`src/rtl/core/vat_pkg.sv`:
```
// Types and constants shared by the vertex affine transform unit.
// No dependencies; compile first.
package vat_pkg;

   localparam int CSR_INDEX_W = 3;
   localparam int CSR_DATA_W  = 32;
   localparam int NUM_LANES   = 6;

   typedef enum logic [2:0] {
      MODE_ROT_X     = 3'd0,
      MODE_ROT_Y     = 3'd1,
      MODE_ROT_Z     = 3'd2,
      MODE_SCALE     = 3'd3,
      MODE_TRANSLATE = 3'd4
   } mode_type;

   typedef enum logic [CSR_INDEX_W-1:0] {
      CSR_MODE     = 3'd0,
      CSR_SINE     = 3'd1,
      CSR_COSINE   = 3'd2,
      CSR_FACTOR_X = 3'd3,
      CSR_FACTOR_Y = 3'd4,
      CSR_FACTOR_Z = 3'd5
   } csr_index_type;

   typedef enum logic [1:0] {
      LANE_PASS,
      LANE_ROT,
      LANE_SCALE,
      LANE_ADD
   } lane_kind_type;

   // Per-lane operation: a*k0 +/- b*k1, or a*k0, or a+k0, or a.
   typedef struct packed {
      lane_kind_type      kind;
      logic               sub;
      logic signed [31:0] a;
      logic signed [31:0] b;
      logic signed [31:0] k0;
      logic signed [15:0] k1;
   } lane_in_type;

   typedef struct packed {
      logic signed [31:0] vertex_x;
      logic signed [31:0] vertex_y;
      logic signed [31:0] vertex_z;
      logic signed [31:0] normal_x;
      logic signed [31:0] normal_y;
      logic signed [31:0] normal_z;
      logic               end_of_mesh;
   } req_type;

   typedef struct packed {
      logic signed [31:0] out_vertex_x;
      logic signed [31:0] out_vertex_y;
      logic signed [31:0] out_vertex_z;
      logic signed [31:0] out_normal_x;
      logic signed [31:0] out_normal_y;
      logic signed [31:0] out_normal_z;
      logic               out_end_of_mesh;
   } rsp_type;

   localparam logic signed [15:0] SINE_RESET   = 16'sd0;
   localparam logic signed [15:0] COSINE_RESET = 16'sd16384;
   localparam logic signed [31:0] FACTOR_RESET = 32'sd65536;

endpackage

```
`src/rtl/core/vat_merge.sv`:
```
// Merging stage: gathers the six lane results into one result beat and holds
// it in the output register. Depends on vat_pkg.
module vat_merge (
   input  logic                clock,
   input  logic                reset,
   input  logic                in_valid,
   output logic                in_ready,
   input  logic signed [31:0]  lane_res [0:vat_pkg::NUM_LANES-1],
   input  logic                in_eom,
   output logic                rsp_valid,
   input  logic                rsp_ready,
   output vat_pkg::rsp_type    rsp_payload
);
   import vat_pkg::*;

   logic    valid_ff;
   rsp_type data_in, data_ff;

   assign in_ready = !valid_ff || rsp_ready;

   always_comb begin
      data_in.out_vertex_x    = lane_res[0];
      data_in.out_vertex_y    = lane_res[1];
      data_in.out_vertex_z    = lane_res[2];
      data_in.out_normal_x    = lane_res[3];
      data_in.out_normal_y    = lane_res[4];
      data_in.out_normal_z    = lane_res[5];
      data_in.out_end_of_mesh = in_eom;
   end

   always_ff @(posedge clock) begin
      if (reset) begin
         valid_ff <= 1'b0;
      end else if (in_ready) begin
         valid_ff <= in_valid;
      end
   end

   always_ff @(posedge clock) begin
      if (in_ready && in_valid) begin
         data_ff <= data_in;
      end
   end

   assign rsp_valid   = valid_ff;
   assign rsp_payload = data_ff;

endmodule

```
`config.mk`:
```
export PLATFORM = sky130hd
export DESIGN_NAME = vat_merge
export DESIGN_NICKNAME = d
export VERILOG_FILES = /design/src/rtl/core/vat_pkg.sv /design/src/rtl/core/vat_merge.sv
export SDC_FILE = /design/constraint.sdc
export NUM_CORES = 1
export LEC_CHECK = 0
export BUFFER_PORTS_ARGS = -buffer_cell sky130_fd_sc_hd__clkbuf_2
export CAP_MARGIN = 10
export CORE_AREA = 8 8 147 149
export CTS_CLUSTER_DIAMETER = 30
export CTS_CLUSTER_SIZE = 30
export DETAILED_ROUTE_END_ITERATION = 10
export DIE_AREA = 0 0 155 157
export PLACE_DENSITY = 0.73
export SLEW_MARGIN = 20
export SYNTH_ARGS = -nofsm -noshare
export SYNTH_HDL_FRONTEND = slang
export SYNTH_SLANG_ARGS = --single-unit
```
`constraint.sdc`:
```
create_clock -name clock -period 4.5 [get_ports clock]
set_input_delay 0.9 -clock clock [delete_from_list [all_inputs] [get_ports clock]]
set_output_delay 0.9 -clock clock [all_outputs]
set_load 0.01 [all_outputs]
```
==> results of run 1 <==
layout by cell type (no fill, tap or decap), drive strengths merged:
cell,instances
edfxtp,193
and2,1
clkinv,9
nand2b,1
clkinvlp,1
buf,3
inv,5
clkbuf,409
dfxtp,1
a21oi,1
synthesized netlist by cell type (all sizes together):
cell type,number
a21oi,1
inv,1
nand2b,1
and2,1
edfxtp,193
dfxtp,1
tightest hold or removal path: stages, from the launching register on:
cell      delay, ns
dfxtp_1        0.34
nand2b_4       0.09
a21oi_2        0.05
power breakdown:
part / leakage [nW] / internal, mW / switching, mW
clock: 0.271 / 0.727 / 0.689
combinational: 1.66 / 0.127 / 0.169
sequential: 1.88 / 2.11 / 0.0291
total: 3.81 / 2.97 / 0.886
worst paths after layout:
check / from / to / slack [ns] / depth (start not counted)
worst min-delay path: rsp_valid / rsp_valid / 0.52 / 2
worst max-delay path: rsp_ready / in_ready / 2.34 / 3
worst min register to register: rsp_valid / rsp_valid / 0.52 / 2
worst max register to register: rsp_valid / rsp_payload[11] / 2.67 / 3
logic make-up (layout without fill, tap and decap cells):
family,after synthesis,after routing,share of synthesized area [%]
AOI/OAI and AO/OA,1,1,0.150
buffers and inverters,1,427,0.0641
DFF,194,194,99.4
and+or+nand+nor,2,2,0.385
metal layers:
layer	global-route usage (%)	part of all wire (%)	vias up
met5	0	0.23	-
met4	5.27	1.6	6
met3	8.45	14	23
met2	23.7	51	244
met1	12.5	33	1651
li1	-	-	1633
registers in the layout, indices dropped and copies added, names as in the netlist:
name and flops:
rsp_valid 1, rsp_payload 193
layout make-up:
cell class / instances / area [um2]
Fill cell: 1671 / 10500
Sequential cell: 194 / 5820
Timing Repair Buffer: 394 / 1990
Clock buffer: 18 / 429
Tap cell: 265 / 332
Clock inverter: 14 / 128
Multi-Input combinational cell: 3 / 31.3
Inverter: 1 / 3.75
==> impl_metrics.tcl, run 1 <==
set metrics [dict create \
    synth_cell_types 6 \
    power_density_nw_per_um2 441 \
    crit_family "buffers and inverters" \
    setup_tns_ns 0 \
    htree_levels 4 \
    cp_max_fo 3 \
    setup_ws_ns 2.34 \
    cts_inserted_buffers 17 \
    max_freq_mhz 463 \
    clock_latency_ns 0.43 \
    root_buffer "clkbuf_16" \
    synth_seq_cells 194 \
    wirelength_um 17200 \
    crit_arrival_ns 1.26 \
    drc 0 \
    slew_viol_final 0 \
    ctsResizeCount 0 \
    synth_fp_nets 395 \
    clkSlewWorstSetupHoldPaths_ns 0.07 \
    drive_gt1_share_pct 68.4 \
    final_cells 889 \
    cpPeakStageDelay_ns 0.14 \
    io_buffers 391 \
    synthCells 198 \
    clock_skew_ns 0.0148 \
    insertedDiodeCount 0 \
    die-width_um 155 \
    dr.pass1.iters 4 \
    tightest_slew_ns 0.553 \
    synth_top_area_share_pct 99.1 \
    grt_first_pass_wirelength_um 23800 \
    yosys_warnings 0 \
    die_h_um 157 \
    avgRoutedWirePerCell_um 19.4 \
    nNetsFinal 808 \
    drt-initial-drc-count 173 \
    gr-total-overflow 0 \
    grt_usage_pct 13.6 \
    postCtsSetupRepairBufs 0 \
    cts.sinks 194 \
    synth.avg_cell_area_um2 29.5 \
    grt_pass1_vias 3962 \
    vdd_drop_max_mv 0.238 \
    core-area_um2 19200 \
    viasPerCell 4.00 \
    synth_largest_area_cell "edfxtp_1" \
    syn_to_final_growth_pct 49.2 \
    period_share_pct 48.0 \
    setup_viol 0 \
    cts_buffer_depth 2 \
    antenna_found_initial 3 \
    cts_tree "built" \
    synth.yosys.seq_area_share_pct 99.4 \
    relSlewSlack_pct 63.1 \
    cpMostUsedCell "clkbuf_2" \
    min_period_ns 2.16 \
    hold_viol_final 0 \
    place_congestion 0.828 \
    rsz0062_at_grt "false" \
    p_leak_nw 3.81 \
    slowest_stage "nand2b_4" \
    ant_nets 0 \
    dpl_cell_area_um2 8170 \
    syn-cell-area_um2 5850 \
    grt_max_degree 88 \
    dp_slack_ns 1.99 \
    die_area_um2 24300 \
    cp-start-kind "primary input" \
    placed_cells 857 \
    pin_count 392 \
    hold_slack_ns 0.522 \
    cp_cell_sequence "clkbuf_2 -> nand2b_4 -> clkbuf_2" \
    fin_area_um2 8730 \
    start_util_pct 30.5 \
    path_class "primary input to output port" \
    via_count 3557 \
    p_total_mw 3.85 \
    final_core_util_pct 45.5 \
    row_count 51 \
    hold_buffers 0 \
    maxCapViolCount 0 \
    worstPathRequired_ns 3.60 \
    crit_buf_inv 2 \
    endpoint_kind "output port" \
    synth_area_leaders "edfxtp_1 (99%), dfxtp_1 (0.34%), nand2b_4 (0.24%)" \
    hold_path.class "flip-flop to flip-flop" \
    outcome "complete, no violations" \
]
(Power assumes the default switching activity.)
==> inputs of run 2 (changes only) <==
--- a/config.mk
+++ b/config.mk
@@ -12,7 +12,7 @@
 export CTS_CLUSTER_SIZE = 30
 export DETAILED_ROUTE_END_ITERATION = 10
 export DIE_AREA = 0 0 155 157
-export PLACE_DENSITY = 0.73
+export PLACE_DENSITY = 0.75
 export SLEW_MARGIN = 20
 export SYNTH_ARGS = -nofsm -noshare
 export SYNTH_HDL_FRONTEND = slang
==> constraint.sdc (replaced) <==
create_clock -name clock -period 1.9 [get_ports clock]
set_input_delay 0.38 -clock clock [delete_from_list [all_inputs] [get_ports clock]]
set_output_delay 0.38 -clock clock [all_outputs]
set_load 0.01 [all_outputs]
==> run 2 against run 1 <==
Compared with the run above:
- clock skew shrank 0.0063 ns
- core utilization increased by 0.61 points
- critical endpoint is now rsp_payload[35]
- largest power group unchanged
- via count up 2.5%
- sequential share of layout area fell by 0.89 points
- flip-flop and latch count did not move
==> impl_metrics.tcl, run 2 (same netlist as run 1, synthesis figures left out) <==
set metrics [dict create \
    cts_inserted_buffers 17 \
    clock_latency_ns 0.42 \
    outcome "complete, no violations" \
    hpwl_um 14400 \
    die-width_um 155 \
    row_count 51 \
    power_density_nw_per_um2 1030 \
    fin_area_um2 8850 \
    grt_pass1_vias 4064 \
    placed_cells 869 \
    setup_tns_ns 0 \
    dp_slack_ns 0.376 \
    vdd_drop_max_mv 0.549 \
    rsz0062_at_grt "false" \
    period_share_pct 72.7 \
    dpl_cell_area_um2 8300 \
    hold_path.class "primary input to flip-flop" \
    grt_max_degree 45 \
    syn_to_final_growth_pct 51.2 \
    final_common_cell "clkbuf_2" \
    final_cell_mix "clkbuf_2 (391), edfxtp_1 (193), clkbuf_16 (17), buf_4 (11)" \
    hold_slack_ns 0.121 \
    die_h_um 157 \
    worstPathRequired_ns 1.52 \
    nNetsFinal 820 \
    grt_usage_pct 13.7 \
    cts.sinks 194 \
    core-area_um2 19200 \
    die_area_um2 24300 \
    cp_max_fo 1 \
    crit_buf_inv 1 \
    maxCapViolCount 0 \
    cpPeakStageDelay_ns 0.43 \
    fill_cells 1662 \
    clock_skew_ns 0.00847 \
    setup_ws_ns 0.519 \
    viasPerCell 4.05 \
    antenna_found_initial 1 \
    root_buffer "clkbuf_16" \
    cp_cell_sequence "clkbuf_2" \
    postCtsSetupRepairBufs 0 \
    io_buffers 391 \
    cp-start-kind "flip-flop" \
    crit_family "flip-flops" \
    gr-total-overflow 0 \
    htree_levels 4 \
    avgRoutedWirePerCell_um 19.1 \
    grt_first_pass_wirelength_um 24200 \
    min_period_ns 1.38 \
    insertedDiodeCount 0 \
    slew_viol_final 0 \
    p_leak_nw 3.88 \
    endpoint_kind "output port" \
    ant_nets 0 \
    cts_tree "built" \
    crit_arrival_ns 1.00 \
    setup_viol 0 \
    drc 0 \
    dr.pass1.iters 6 \
    via_count 3646 \
    pin_count 392 \
    rrSetupSlack_ns 0.55 \
    tightest_slew_ns 0.235 \
    drt-initial-drc-count 141 \
    place_congestion 0.836 \
    hold_viol_final 0 \
    final_cells 900 \
    drive_gt1_share_pct 69.0 \
    final_core_util_pct 46.1 \
    cts_buffer_depth 2 \
    p_total_mw 9.12 \
    start_util_pct 30.5 \
    hold_buffers 0 \
    largest_reg_flops 193 \
    path_class "flip-flop to output port" \
    max_freq_mhz 724 \
    slowest_stage "edfxtp_1" \
    ctsResizeCount 0 \
    clkSlewWorstSetupHoldPaths_ns 0.07 \
    relSlewSlack_pct 84.3 \
    wirelength_um 17200 \
]
-- run 2: cell count changes in the layout (fill, tap and decap cells not counted) --
cell      previous run  this run
buf_4                2        11
clkinv_4             6         4
clkinv_8             1         0
inv_8                3         4
inv_6                1         3
buf_12               1         4
clkinv_2             1         0
-- run 2: path summary, 6_finish.rpt --
path,endpoint,cells after the start,from
setup reg to reg,rsp_payload[53],4,rsp_valid
hold / removal,rsp_valid,2,reset
hold reg to reg,rsp_valid,2,rsp_valid
setup / recovery,rsp_payload[35],1,rsp_payload[35]
-- run 2: final cells by class --
cell class / instances / area, um2 / area share [%]
sequential: 194 / 5820 / 65.7
timing repair buffer: 406 / 2120 / 24.0
clock buffer: 18 / 429 / 4.85
tap: 265 / 332 / 3.75
clock inverter: 13 / 118 / 1.33
multi-input combinational: 3 / 31.3 / 0.354
inverter: 1 / 3.75 / 0.0424
-- run 2: power breakdown --
part	total, mW	switching [mW]	internal (mW)
Clock	3.30	1.58	1.72
Sequential	5.07	0.0699	5.00
Combinational	0.744	0.410	0.334
Total	9.12	2.06	7.06
-- run 2: routing by layer --
| metal | wire, um | GRT usage [%] |
|---|---|---|
| met1 | 5970 | 13.5 |
| met2 | 8850 | 24.2 |
| met3 | 2100 | 7.40 |
| met4 | 272 | 4.90 |
| met5 | 0 | 0 |
